File: src/hw/rtl/mtrc_pkg.sv
// Shared types and constants for the Modbus TCP read-input-registers client.
// No dependencies; used by the serializer, the top level and the testbench.
`default_nettype none

package mtrc_pkg;

  // Input transaction kinds.
  typedef enum logic [1:0] {
    KIND_START = 2'd0,
    KIND_BYTE  = 2'd1,
    KIND_TICK  = 2'd2
  } kind_e;

  // Result transaction kinds.
  typedef enum logic [1:0] {
    OUT_TX     = 2'd0,
    OUT_REG    = 2'd1,
    OUT_STATUS = 2'd2
  } out_kind_e;

  // Final status codes.
  typedef enum logic [2:0] {
    ST_OK           = 3'd0,
    ST_EXCEPTION    = 3'd1,
    ST_BAD_COUNT    = 3'd2,
    ST_HDR_TIMEOUT  = 3'd3,
    ST_DATA_TIMEOUT = 3'd4
  } status_e;

  // Exchange phase.
  typedef enum logic [1:0] {
    PH_IDLE   = 2'd0,
    PH_HEADER = 2'd1,
    PH_DATA   = 2'd2
  } phase_e;

  // Configuration register indexes.
  localparam logic [7:0] CFG_UNIT_ID       = 8'd0;
  localparam logic [7:0] CFG_TIMEOUT_TICKS = 8'd1;

  localparam logic [7:0]  UNIT_ID_RESET  = 8'd1;
  localparam logic [15:0] TIMEOUT_RESET  = 16'd500;
  localparam logic [15:0] TID_RESET      = 16'd1;

  // Request frame constants.
  localparam logic [3:0] FRAME_LAST   = 4'd11;
  localparam logic [7:0] MBAP_LENGTH  = 8'd6;
  localparam logic [7:0] FUNC_READ_IR = 8'd4;

  // Header layout: function byte and byte count positions.
  localparam logic [3:0] HDR_FUNC_POS  = 4'd7;
  localparam logic [3:0] HDR_COUNT_POS = 4'd8;

  // Work handed from the parser to the output serializer.
  typedef struct packed {
    logic        frame;      // send the 12-byte request
    logic        reg_vld;    // send one register value
    logic        stat_vld;   // send a final status (after the register, if any)
    logic [15:0] tid;
    logic [7:0]  unit;
    logic [15:0] addr;
    logic [6:0]  cnt;
    logic [15:0] reg_value;
    logic [6:0]  reg_index;
    status_e     status;
    logic [7:0]  exc_code;
  } desc_t;

endpackage

`default_nettype wire

File: src/hw/rtl/mtrc_if.sv
// Valid/ready channel interfaces of the Modbus TCP client: input, result, config.
// Depends on nothing; payload widths follow the item fields.
`default_nettype none

interface mtrc_in_if;
  logic        valid;
  logic        ready;
  logic [1:0]  kind;
  logic [15:0] start_address;
  logic [6:0]  register_count;
  logic [7:0]  rx_byte;

  modport source (output valid, kind, start_address, register_count, rx_byte,
                  input ready);
  modport sink   (input valid, kind, start_address, register_count, rx_byte,
                  output ready);
endinterface

interface mtrc_out_if;
  logic        valid;
  logic        ready;
  logic [1:0]  out_kind;
  logic [7:0]  tx_byte;
  logic        tx_last;
  logic [15:0] reg_value;
  logic [6:0]  reg_index;
  logic [2:0]  status;
  logic [7:0]  exception_code;

  modport source (output valid, out_kind, tx_byte, tx_last, reg_value, reg_index,
                  status, exception_code, input ready);
  modport sink   (input valid, out_kind, tx_byte, tx_last, reg_value, reg_index,
                  status, exception_code, output ready);
endinterface

interface mtrc_cfg_if;
  logic        valid;
  logic        ready;
  logic [7:0]  addr;
  logic [15:0] data;

  modport source (output valid, addr, data, input ready);
  modport sink   (input valid, addr, data, output ready);
endinterface

`default_nettype wire

File: src/hw/rtl/modbus_tcp_read_input_client.sv
// Top level of the Modbus TCP client for Read Input Registers (function 4).
// Depends on mtrc_pkg, mtrc_if and mtrc_serializer.
//
//   channel  dir  transaction carries
//   in_i     in   kind, start_address, register_count, rx_byte
//   out_o    out  out_kind, tx_byte, tx_last, reg_value, reg_index, status,
//                 exception_code
//   cfg_i    in   addr (0 unit_id, 1 timeout_ticks), data
//
// A received byte or a tick is taken when the output register can load; the parser
// updates its counters at acceptance and loads the results into the output register.
// A start transaction yields 12 request bytes, so the output register holds the
// input back until the last one is taken; a register followed by OK is two results.
// A new input transaction is taken in the same cycle as the last pending result.
// Reset clears the phase and counters, sets unit_id 1, timeout 500, id 1.
// Configuration writes are always taken and apply at once.
`default_nettype none

module modbus_tcp_read_input_client #(
  parameter int unsigned MAX_REGISTERS = 125
) (
  input  wire         clk_i,
  input  wire         rst_ni,
  mtrc_in_if.sink     in_i,
  mtrc_out_if.source  out_o,
  mtrc_cfg_if.sink    cfg_i
);

  // Configuration registers.
  logic [7:0]  unit_q;
  logic [15:0] timeout_q;

  // Exchange state.
  mtrc_pkg::phase_e phase_q, phase_d;
  logic [15:0] tid_q, tid_d;
  logic [3:0]  hpos_q, hpos_d;
  logic        exc_q, exc_d;
  logic [6:0]  exp_q, exp_d;
  logic [7:0]  dpos_q, dpos_d;
  logic [7:0]  held_q, held_d;
  logic [15:0] elapsed_q, elapsed_d;

  logic            accept, can_load, load;
  mtrc_pkg::desc_t desc;
  logic [6:0]      cnt_sat;
  logic [15:0]     el_inc;
  logic [7:0]      exp_bytes;
  logic [8:0]      dpos_inc;

  assign in_i.ready  = can_load;
  assign accept      = in_i.valid & in_i.ready;
  assign load        = accept & (desc.frame | desc.reg_vld | desc.stat_vld);
  assign cfg_i.ready = 1'b1;

  // Clamp the requested count to the supported maximum.
  assign cnt_sat   = (in_i.register_count > 7'(MAX_REGISTERS)) ? 7'(MAX_REGISTERS)
                                                                : in_i.register_count;
  assign el_inc    = elapsed_q + 16'd1;
  assign exp_bytes = {exp_q, 1'b0};
  assign dpos_inc  = {1'b0, dpos_q} + 9'd1;

  always_comb begin
    phase_d   = phase_q;
    tid_d     = tid_q;
    hpos_d    = hpos_q;
    exc_d     = exc_q;
    exp_d     = exp_q;
    dpos_d    = dpos_q;
    held_d    = held_q;
    elapsed_d = elapsed_q;
    desc      = '0;
    desc.status = mtrc_pkg::ST_OK;
    if (accept) begin
      case (mtrc_pkg::kind_e'(in_i.kind))
        mtrc_pkg::KIND_START: begin
          // Drop any exchange in flight and send a fresh request.
          desc.frame = 1'b1;
          desc.tid   = tid_q;
          desc.unit  = unit_q;
          desc.addr  = in_i.start_address - 16'd1;
          desc.cnt   = cnt_sat;
          tid_d      = tid_q + 16'd1;
          phase_d    = mtrc_pkg::PH_HEADER;
          hpos_d     = 4'd0;
          exc_d      = 1'b0;
          exp_d      = cnt_sat;
          dpos_d     = 8'd0;
          held_d     = 8'd0;
          elapsed_d  = 16'd0;
        end
        mtrc_pkg::KIND_TICK: begin
          if (phase_q != mtrc_pkg::PH_IDLE) begin
            elapsed_d = el_inc;
            if (el_inc >= timeout_q || el_inc == 16'd0) begin
              desc.stat_vld = 1'b1;
              desc.status   = (phase_q == mtrc_pkg::PH_HEADER) ? mtrc_pkg::ST_HDR_TIMEOUT
                                                               : mtrc_pkg::ST_DATA_TIMEOUT;
              phase_d       = mtrc_pkg::PH_IDLE;
            end
          end
        end
        mtrc_pkg::KIND_BYTE: begin
          case (phase_q)
            mtrc_pkg::PH_HEADER: begin
              // Only the function byte's exception bit and the byte count matter.
              if (hpos_q == mtrc_pkg::HDR_FUNC_POS) begin
                exc_d = in_i.rx_byte[7];
              end
              if (hpos_q < mtrc_pkg::HDR_COUNT_POS) begin
                hpos_d = hpos_q + 4'd1;
              end else begin
                hpos_d = 4'd0;
                if (exc_q) begin
                  desc.stat_vld = 1'b1;
                  desc.status   = mtrc_pkg::ST_EXCEPTION;
                  desc.exc_code = in_i.rx_byte;
                  phase_d       = mtrc_pkg::PH_IDLE;
                end else if (in_i.rx_byte != exp_bytes) begin
                  desc.stat_vld = 1'b1;
                  desc.status   = mtrc_pkg::ST_BAD_COUNT;
                  phase_d       = mtrc_pkg::PH_IDLE;
                end else if (exp_q == 7'd0) begin
                  desc.stat_vld = 1'b1;
                  phase_d       = mtrc_pkg::PH_IDLE;
                end else begin
                  phase_d   = mtrc_pkg::PH_DATA;
                  dpos_d    = 8'd0;
                  elapsed_d = 16'd0;
                end
              end
            end
            mtrc_pkg::PH_DATA: begin
              dpos_d = dpos_inc[7:0];
              if (!dpos_q[0]) begin
                // hold the high byte until its partner arrives
                held_d = in_i.rx_byte;
              end else begin
                desc.reg_vld   = 1'b1;
                desc.reg_value = {held_q, in_i.rx_byte};
                desc.reg_index = dpos_q[7:1];
                if (dpos_inc >= {1'b0, exp_bytes}) begin
                  desc.stat_vld = 1'b1;
                  phase_d       = mtrc_pkg::PH_IDLE;
                end
              end
            end
            default: begin
            end
          endcase
        end
        default: begin
        end
      endcase
    end
  end

  always_ff @(posedge clk_i or negedge rst_ni) begin
    if (!rst_ni) begin
      phase_q   <= mtrc_pkg::PH_IDLE;
      tid_q     <= mtrc_pkg::TID_RESET;
      hpos_q    <= 4'd0;
      exc_q     <= 1'b0;
      exp_q     <= 7'd0;
      dpos_q    <= 8'd0;
      held_q    <= 8'd0;
      elapsed_q <= 16'd0;
    end else begin
      phase_q   <= phase_d;
      tid_q     <= tid_d;
      hpos_q    <= hpos_d;
      exc_q     <= exc_d;
      exp_q     <= exp_d;
      dpos_q    <= dpos_d;
      held_q    <= held_d;
      elapsed_q <= elapsed_d;
    end
  end

  // Configuration writes; unknown indexes are dropped.
  always_ff @(posedge clk_i or negedge rst_ni) begin
    if (!rst_ni) begin
      unit_q    <= mtrc_pkg::UNIT_ID_RESET;
      timeout_q <= mtrc_pkg::TIMEOUT_RESET;
    end else if (cfg_i.valid) begin
      if (cfg_i.addr == mtrc_pkg::CFG_UNIT_ID) begin
        unit_q <= cfg_i.data[7:0];
      end else if (cfg_i.addr == mtrc_pkg::CFG_TIMEOUT_TICKS) begin
        timeout_q <= cfg_i.data;
      end
    end
  end

  mtrc_serializer u_serializer (
    .clk_i      (clk_i),
    .rst_ni     (rst_ni),
    .load_i     (load),
    .desc_i     (desc),
    .can_load_o (can_load),
    .out_o      (out_o)
  );

endmodule

`default_nettype wire

File: src/hw/rtl/mtrc_serializer.sv
// Output stage: holds one work descriptor and emits its result transactions in order.
// Depends on mtrc_pkg and mtrc_if.
`default_nettype none

module mtrc_serializer (
  input  wire                 clk_i,
  input  wire                 rst_ni,
  input  wire                 load_i,
  input  mtrc_pkg::desc_t     desc_i,
  output logic                can_load_o,
  mtrc_out_if.source          out_o
);

  logic            frame_q, frame_d;
  logic            reg_q, reg_d;
  logic            stat_q, stat_d;
  logic [3:0]      pos_q, pos_d;
  mtrc_pkg::desc_t desc_q;

  logic have, take, last;
  logic [7:0] tx_byte;

  assign have = frame_q | reg_q | stat_q;
  assign take = out_o.valid & out_o.ready;
  assign last = take & (frame_q ? (pos_q == mtrc_pkg::FRAME_LAST) : (reg_q ? !stat_q : 1'b1));
  assign can_load_o = !have | last;

  always_comb begin
    case (pos_q)
      4'd0:    tx_byte = desc_q.tid[15:8];
      4'd1:    tx_byte = desc_q.tid[7:0];
      4'd5:    tx_byte = mtrc_pkg::MBAP_LENGTH;
      4'd6:    tx_byte = desc_q.unit;
      4'd7:    tx_byte = mtrc_pkg::FUNC_READ_IR;
      4'd8:    tx_byte = desc_q.addr[15:8];
      4'd9:    tx_byte = desc_q.addr[7:0];
      4'd11:   tx_byte = {1'b0, desc_q.cnt};
      default: tx_byte = 8'd0;
    endcase
  end

  always_comb begin
    out_o.valid          = have;
    out_o.out_kind       = mtrc_pkg::OUT_STATUS;
    out_o.tx_byte        = 8'd0;
    out_o.tx_last        = 1'b0;
    out_o.reg_value      = 16'd0;
    out_o.reg_index      = 7'd0;
    out_o.status         = mtrc_pkg::ST_OK;
    out_o.exception_code = 8'd0;
    if (frame_q) begin
      out_o.out_kind = mtrc_pkg::OUT_TX;
      out_o.tx_byte  = tx_byte;
      out_o.tx_last  = (pos_q == mtrc_pkg::FRAME_LAST);
    end else if (reg_q) begin
      out_o.out_kind  = mtrc_pkg::OUT_REG;
      out_o.reg_value = desc_q.reg_value;
      out_o.reg_index = desc_q.reg_index;
    end else begin
      out_o.status         = desc_q.status;
      out_o.exception_code = desc_q.exc_code;
    end
  end

  always_comb begin
    frame_d = frame_q;
    reg_d   = reg_q;
    stat_d  = stat_q;
    pos_d   = pos_q;
    if (load_i) begin
      frame_d = desc_i.frame;
      reg_d   = desc_i.reg_vld;
      stat_d  = desc_i.stat_vld;
      pos_d   = 4'd0;
    end else if (take) begin
      if (frame_q) begin
        // advance through the frame, drop it after the last byte
        if (pos_q == mtrc_pkg::FRAME_LAST) begin
          frame_d = 1'b0;
        end else begin
          pos_d = pos_q + 4'd1;
        end
      end else if (reg_q) begin
        reg_d = 1'b0;
      end else begin
        stat_d = 1'b0;
      end
    end
  end

  always_ff @(posedge clk_i or negedge rst_ni) begin
    if (!rst_ni) begin
      frame_q <= 1'b0;
      reg_q   <= 1'b0;
      stat_q  <= 1'b0;
      pos_q   <= 4'd0;
    end else begin
      frame_q <= frame_d;
      reg_q   <= reg_d;
      stat_q  <= stat_d;
      pos_q   <= pos_d;
    end
  end

  always_ff @(posedge clk_i) begin
    if (load_i) begin
      desc_q <= desc_i;
    end
  end

endmodule

`default_nettype wire

File: src/flat_wrapper.sv
// flat-port wrapper written by rule: the top's interface ports become plain ports
module modbus_tcp_read_input_client_flat 
#(
  parameter int unsigned MAX_REGISTERS = 125
)
  (clk_i, rst_ni, in_i_valid, in_i_kind, in_i_start_address, in_i_register_count, in_i_rx_byte, in_i_ready, out_o_valid, out_o_out_kind, out_o_tx_byte, out_o_tx_last, out_o_reg_value, out_o_reg_index, out_o_status, out_o_exception_code, out_o_ready, cfg_i_valid, cfg_i_addr, cfg_i_data, cfg_i_ready);
  mtrc_in_if in_i_i ();
  mtrc_out_if out_o_i ();
  mtrc_cfg_if cfg_i_i ();
  input  wire clk_i;
  input  wire rst_ni;
  input wire logic [$bits(in_i_i.valid)-1:0] in_i_valid;
  input wire logic [$bits(in_i_i.kind)-1:0] in_i_kind;
  input wire logic [$bits(in_i_i.start_address)-1:0] in_i_start_address;
  input wire logic [$bits(in_i_i.register_count)-1:0] in_i_register_count;
  input wire logic [$bits(in_i_i.rx_byte)-1:0] in_i_rx_byte;
  output wire logic [$bits(in_i_i.ready)-1:0] in_i_ready;
  output wire logic [$bits(out_o_i.valid)-1:0] out_o_valid;
  output wire logic [$bits(out_o_i.out_kind)-1:0] out_o_out_kind;
  output wire logic [$bits(out_o_i.tx_byte)-1:0] out_o_tx_byte;
  output wire logic [$bits(out_o_i.tx_last)-1:0] out_o_tx_last;
  output wire logic [$bits(out_o_i.reg_value)-1:0] out_o_reg_value;
  output wire logic [$bits(out_o_i.reg_index)-1:0] out_o_reg_index;
  output wire logic [$bits(out_o_i.status)-1:0] out_o_status;
  output wire logic [$bits(out_o_i.exception_code)-1:0] out_o_exception_code;
  input wire logic [$bits(out_o_i.ready)-1:0] out_o_ready;
  input wire logic [$bits(cfg_i_i.valid)-1:0] cfg_i_valid;
  input wire logic [$bits(cfg_i_i.addr)-1:0] cfg_i_addr;
  input wire logic [$bits(cfg_i_i.data)-1:0] cfg_i_data;
  output wire logic [$bits(cfg_i_i.ready)-1:0] cfg_i_ready;
  assign in_i_i.valid = in_i_valid;
  assign in_i_i.kind = in_i_kind;
  assign in_i_i.start_address = in_i_start_address;
  assign in_i_i.register_count = in_i_register_count;
  assign in_i_i.rx_byte = in_i_rx_byte;
  assign in_i_ready = in_i_i.ready;
  assign out_o_valid = out_o_i.valid;
  assign out_o_out_kind = out_o_i.out_kind;
  assign out_o_tx_byte = out_o_i.tx_byte;
  assign out_o_tx_last = out_o_i.tx_last;
  assign out_o_reg_value = out_o_i.reg_value;
  assign out_o_reg_index = out_o_i.reg_index;
  assign out_o_status = out_o_i.status;
  assign out_o_exception_code = out_o_i.exception_code;
  assign out_o_i.ready = out_o_ready;
  assign cfg_i_i.valid = cfg_i_valid;
  assign cfg_i_i.addr = cfg_i_addr;
  assign cfg_i_i.data = cfg_i_data;
  assign cfg_i_ready = cfg_i_i.ready;
  modbus_tcp_read_input_client #(.MAX_REGISTERS(MAX_REGISTERS)) u_core (.clk_i(clk_i), .rst_ni(rst_ni), .in_i(in_i_i), .out_o(out_o_i), .cfg_i(cfg_i_i));
endmodule
File: config.mk
export PLATFORM = sky130hd
export DESIGN_NAME = modbus_tcp_read_input_client_flat
export DESIGN_NICKNAME = d
export VERILOG_FILES = /design/src/hw/rtl/mtrc_pkg.sv /design/src/hw/rtl/mtrc_if.sv /design/src/hw/rtl/modbus_tcp_read_input_client.sv /design/src/hw/rtl/mtrc_serializer.sv /design/src/flat_wrapper.sv
export SDC_FILE = /design/constraint.sdc
export NUM_CORES = 1
export LEC_CHECK = 0
export BUFFER_PORTS_ARGS = -buffer_cell sky130_fd_sc_hd__buf_4
export CORE_UTILIZATION = 30
export CTS_CLUSTER_SIZE = 25
export DETAILED_ROUTE_END_ITERATION = 10
export SLEW_MARGIN = 20
export SYNTH_ARGS = -nofsm -noshare
export SYNTH_HDL_FRONTEND = slang
export SYNTH_SLANG_ARGS = --single-unit
export TNS_END_PERCENT = 30
File: constraint.sdc
create_clock -name clk_i -period 4.86 [get_ports clk_i]
set_input_delay 0.486 -clock clk_i [delete_from_list [all_inputs] [get_ports clk_i]]
set_output_delay 0.486 -clock clk_i [all_outputs]
set_load 0.01 [all_outputs]
Yosys cells after proc, flatten, opt, wreduce, memory -nomap -nowiden
Cells that the tools add are included.

Logic and storage cells: 198. Output and inout port bits: 48. Bits in registers: 174. Input port bits: 62.

Equality and inequality tests: 34. Add/sub/neg operators: 6. Magnitude comparators: 4. Bitwise operators: 14. Reduce and logical (&&, ||, !) cells: 27. Mux-type cells: 91.

Operators with widths (count): $mux 16 (8); $mux 8 (11); $mux 84 (1); $mux 23 (3); $pmux 8 s8 (1); $pmux 16 s3 (1); $pmux 8 s2 (3); $mux 47 (1); $add 16x1->16 const B (2); $mux 1 (26); $mux 2 (12); $mux 4 (6); $mux 11 (2); $mux 7 (3); $mux 3 (6); $eq 4x3->1 const B (4); $ge 16x16->1 (1); $logic_not 16->1 (1); $reduce_and 8->1 (2); $sub 16x1->16 const B (1); $ne 2x1->1 const B (7); $eq 4x4->1 const B (3); $ne 2x2->1 const B (6); $ne 3x3->1 const B (4); 32 further kinds (61).

Longest topological paths before layout
Depth in word-level cells: 13. Depth in mapped cells: 14. Depth with buffers taken out: 14.

By module
From an unflattened synthesis, not the netlist that was laid out.

Cell total of the unflattened synthesis: 907. Area, all modules: 9431.5 µm².

Modules (own cells, without submodules): modbus_tcp_read_input_client (instances 1, sequential area each 2162.1 µm², cells each 670, area each 5843.1 µm²); mtrc_serializer (instances 1, sequential area each 2607.5 µm², cells each 237, area each 3588.4 µm²).

Worst setup path after synthesis
No wires, ideal clock.

Path kind: reg-to-reg. From: reg u_core.elapsed_q[0]. To: reg u_core.u_serializer.desc_q[0] in the netlist's numbering, enable pin. Slack: -82 ps. Data arrival time: 4497 ps. Setup time: 445 ps. Required time: 4415 ps. Cell stages (with the launch flop): 15. Clock period less this slack: 4942 ps. Path through: dfrtp_1 -> ha_1 -> nand4_1 -> nor2_1 -> nand4_1 -> nor2_1 -> xnor2_1 -> ha_1 -> nand4_1 -> nor4_1 -> a311oi_1 -> o211ai_1 -> nand2_1 -> nand3_2 -> or2_1.

Word-level cells in the longest chain between the ends: 9. Elaborated cells between the ends (all ways): 10. Classes of those cells: add/sub: 1; order compare: 1; mux: 4; bitwise: 2; reduce/logical: 2.

Ends and longest elaborated chain: from (decl) (RTL line modbus_tcp_read_input_client.sv:41) `logic [15:0] elapsed_q, elapsed_d;`; from (signal assigned) (RTL line modbus_tcp_read_input_client.sv:175) `elapsed_q <= elapsed_d;`; $add 16x1->16 * (RTL line modbus_tcp_read_input_client.sv:58) `assign el_inc = elapsed_q + 16'd1;`; $ge 16x16->1 / $logic_not 16->1 (equally long branches) (RTL line modbus_tcp_read_input_client.sv:94) `if (el_inc >= timeout_q || el_inc == 16'd0) begin`; $logic_or 1x1->1 * (RTL line modbus_tcp_read_input_client.sv:94); $mux 1 * (RTL line modbus_tcp_read_input_client.sv:94); $mux 1 * (RTL line modbus_tcp_read_input_client.sv:92) `if (phase_q != mtrc_pkg::PH_IDLE) begin`; $pmux 1 s2 * (RTL line modbus_tcp_read_input_client.sv:74) `case (mtrc_pkg::kind_e'(in_i.kind))`; $mux 84 * (RTL line modbus_tcp_read_input_client.sv:73) `if (accept) begin`; $or 1x1->1 * (RTL line modbus_tcp_read_input_client.sv:52) `assign load = accept & (desc.frame | desc.reg_vld | desc.stat_vld);`; $and 1x1->1 * (RTL line modbus_tcp_read_input_client.sv:52); via u_core.load (RTL line modbus_tcp_read_input_client.sv:43) `logic accept, can_load, load;`; to (signal assigned) (RTL line mtrc_serializer.sv:107) `desc_q <= desc_i;`; to (decl) (RTL line mtrc_serializer.sv:18) `mtrc_pkg::desc_t desc_q;`.

The timed path passes the listed nets; every way through them passes the cells marked *. A chain may end at the register's enable or synchronous reset.

Worst setup path after layout
From: reg u_core.elapsed_q[0]. To: reg u_core.u_serializer.desc_q[27] in the netlist's numbering, enable pin.

The elaborated chain is that of the path after synthesis.

==> results.tsv <==
stage	metric	value	unit
synth	Synth Net Count	999	
run_status	status	complete, no violations	
timing	Final Max Tran Viols	0	
routing	1st-pass router iterations	6	
grt	initial antenna violation count	0	
clocking	Hold Buf Count CTS	0	
setup_path	Critical Path Fanout Max	34	
clocking	Num CTS Buffers	17	
timing	# setup viols final	0	
synth	Synth top area share	25.40	%
synth	Ys Warns	0	
finish	commonest cells after routing, fill and taps aside	buf_4, and2_1, dfrtp_1	
synth	compound-gate portion of the synthesized area	9.604	%
setup_path	Critical Path AT	4.23	ns
clocking	clk_lat worst skew	0.44	ns
synth	XOR/XNOR Fraction of Synth Area	5.305	%
setup_path	crit end category	flip-flop	
timing	crit share post-route	85.31	%
grt	vias in the first global route	6652	
timing	RSZ-0062 raised after global routing	no	
place	dpl hpwl	15.80	mm
synth	post-synthesis sequential area ratio	49.81	%
timing	TNS Setup	0	ns
setup_path	reg2reg path depth	15	
setup_path	slowest CP cell	dfrtp_1	
run	max_cap viols	0	
synth	Distinct cells, synth	77	
synth	Yosys reg bits	174	
setup_path	Setup CP Type	reg2reg	
setup_path	r2r setup slk	0.71	ns
grt	pin count of the biggest net entering global routing	61	
synth	Post-Synthesis Cells	897	
power	worst vdd ir	300.8	uV
finish	most common cell after layout, fill and taps aside	buf_4	
setup_path	Worst Setup Start Kind	flip-flop	
hold_path	worst min-delay path class	in2async	
synth	Synth area leader	edfxtp_1	
floorplanning	die height	180.7	um
synth	Top FF cell, synth	dfrtp_1	
clocking	Root Driver	clkbuf_16	
timing	worst-margin pin slew	0.9937	ns
synth	simple-gate area share of the yosys netlist	21.76	%
setup_path	Worst R2R Start	u_core.elapsed_q[0]$_DFFE_PN0P_	
timing	Hold WS	0.1412	ns
setup_path	CP Cell Sequence	ha_1 -> nand4_1 -> nor2_1 -> nand4_1 -> nor2_1 -> xnor2_1 -> ha_1 -> nand4_1 -> nor4_1 -> a311oi_1 -> o211ai_1 -> nand2_1 -> nand3_2 -> or2_4 -> buf_4	
setup_path	Most common cell on crit path	nand4_1	
setup_path	crit path from	u_core.elapsed_q[0]$_DFFE_PN0P_	
timing	final hold viol count	0	
routing	drc violations	0	
synth	post-synthesis adder-cell area fraction	5.227	%
clocking	Clock Tree Buf Depth	2	
floorplanning	Die W	180.7	um
clocking	H-tree depth	4	
grt	total global-route track usage	13.42	%
place	DP Worst Slack	0.7234	ns
grt	grt total ovfl	0	
synth	ranking of synthesized cells by area	edfxtp_1, dfrtp_1, and2_1, ha_1, mux2_2	
finish	Diodes inserted	0	
finish	fin nets	1095	
routing	1st-iter DRT viols	447	
grt	first-pass GRT wire length	34.73	mm
floorplanning	Core ar.	31470	um^2
synth	Synth Cell Area	9575	um^2
synth	Post-synth EDFFs	81	
synth	largest family of logic cells by synthesized area	simple AND/OR/NAND/NOR gates	
finish	Core Util, Final	36.10	%
power	Static Leak	4.678	nW
routing	post-route ant nets	0	
floorplanning	Boundary Pins	110	
floorplanning	Cell Rows	65	
place	PortBufs	108	
finish	layout overhead on the synthesized area	18.67	%
place	GPL Wtd Cong	0.8706	
timing	Setup WS post-layout	0.7140	ns
routing	vias	6802	
synth	Async SR Flop Fraction	53.45	%
setup_path	Required @ worst endpoint	4.95	ns
floorplanning	Die Area	32640	um^2
clocking	Gates resized, CTS repair	0	
finish	layout cell share with drive strength beyond 1	22.37	%
clocking	CTS tree	yes	
timing	min Tclk post-route	4.146	ns
finish	Fillers	3069	
synth	Mean Syn Cell Area	10.67	um^2
routing	Via density	4.831	
setup_path	Setup crit end	u_core.u_serializer.desc_q[27]$_SDFFCE_PN0P_	
setup_path	r2r endpoint	u_core.u_serializer.desc_q[27]$_SDFFCE_PN0P_	
clocking	clk slew on worst S/H paths	0.07	ns
timing	Max Clk Rate	241.2	MHz
setup_path	CP peak stage delay	0.50	ns
clocking	total clock sinks	174	
synth	mux cell area share after synthesis	4.299	%
floorplanning	initial core utilization	30.42	%
timing	worst clock skew	0.008101	ns
power	pwr dens	426.6	nW/um^2
timing	relative slew slack	33.75	%
clocking	Setup Fix Bufs, Post-CTS	0	
routing	WL per Instance	15.28	um
routing	final wirelength	21.52	mm
## logic make-up after synthesis
family / count (synthesis)
AND/OR/NAND/NOR: 368
flip-flops: 174
AO/OA/AOI/OAI: 127
buffers and inverters: 92
XOR/XNOR: 58
adder cells (fa/ha/maj): 40
multiplexers: 37
other: 1
## per-layer routing
layer  global-route usage [%]  wire (um)
met1                    18.47      10440
met2                    21.00       9854
met3                    2.284        834
met4                    5.128        388
met5                        0          0
## layout make-up
cell class,count,area [um^2],area share [%]
Clock buffer,18,439.2,3.865
Clock inverter,14,143.9,1.266
Inverter,54,202.7,1.784
Multi-Input combinational cell,631,4429,38.98
Sequential cell,174,4770,41.97
Tap cell,402,503.0,4.426
Timing Repair Buffer,115,875.8,7.708
## per-stage QoR
stage | cell area, um^2 | total power, mW | instances
final | 11360 | 4.848 | 1408
after global routing | 11360 | 5.132 | 1408
after CTS | 11360 | 4.884 | 1408
after detailed placement | 10780 | 3.534 | 1376
after global placement | 10780 | 3.497 | 1376
after floorplan | 9575 | 3.026 | 897
## cells in the mapped netlist (3+ instances only)
cell type / count
nor4_2: 4
nand4_1: 25
a21oi_1: 14
a21o_1: 11
nor3_2: 5
nor4_1: 5
clkbuf_1: 27
xor2_1: 24
buf_2: 6
and4_1: 3
inv_1: 53
o32a_1: 3
nand2b_1: 6
buf_4: 3
mux2i_1: 4
o21ai_0: 37
nor2b_1: 7
dfstp_2: 8
o21ai_1: 7
and2_1: 92
nor2_1: 58
or3_1: 6
a31oi_1: 5
nand2_1: 71
nor4b_1: 5
edfxtp_1: 81
xnor2_1: 34
ha_1: 40
a211oi_1: 7
nor3_1: 20
dfrtp_1: 85
nand3_1: 30
a221oi_1: 7
a22oi_1: 6
mux2_2: 33
and3_1: 9
## worst min-delay path by stage
stage | startpoint | to | slack (ns)
2_1_floorplan | rst_ni | u_core.dpos_q[0]$_DFFE_PN0P_ | 0.19
3_3_place_gp | u_core.tid_q[15]$_DFFE_PN0P_ | u_core.tid_q[15]$_DFFE_PN0P_ | 0.45
3_5_place_dp | u_core.tid_q[2]$_DFFE_PN0P_ | u_core.tid_q[2]$_DFFE_PN0P_ | 0.46
4_1_cts | rst_ni | u_core.exp_q[1]$_DFFE_PN0P_ | 0.16
5_1_grt | rst_ni | u_core.exp_q[5]$_DFFE_PN0P_ | 0.20
6_report | rst_ni | u_core.exp_q[1]$_DFFE_PN0P_ | 0.14
## where the power goes
part | switching, mW | internal (mW)
Sequential | 0.261 | 1.76
Combinational | 0.833 | 0.651
Clock | 0.645 | 0.698
## registers in the layout (all words and copies together) (netlist names), 4 cells and up
signal / cells
u_core.dpos_q: 8
u_core.elapsed_q: 16
u_core.exp_q: 7
u_core.held_q: 8
u_core.hpos_q: 4
u_core.tid_q: 16
u_core.timeout_q: 16
u_core.u_serializer.desc_q: 81
u_core.u_serializer.pos_q: 4
u_core.unit_q: 8
## critical path, delay by kind of cell, from the launching register on
| family | cells | cell delay (ns) |
|---|---|---|
| AND/OR/NAND/NOR | 9 | 1.92 |
| adder cells (fa/ha/maj) | 2 | 0.60 |
| flip-flops | 1 | 0.50 |
| buffers and inverters | 1 | 0.38 |
| AO/OA/AOI/OAI | 2 | 0.29 |
| XOR/XNOR | 1 | 0.10 |
(Power assumes the default switching activity.)
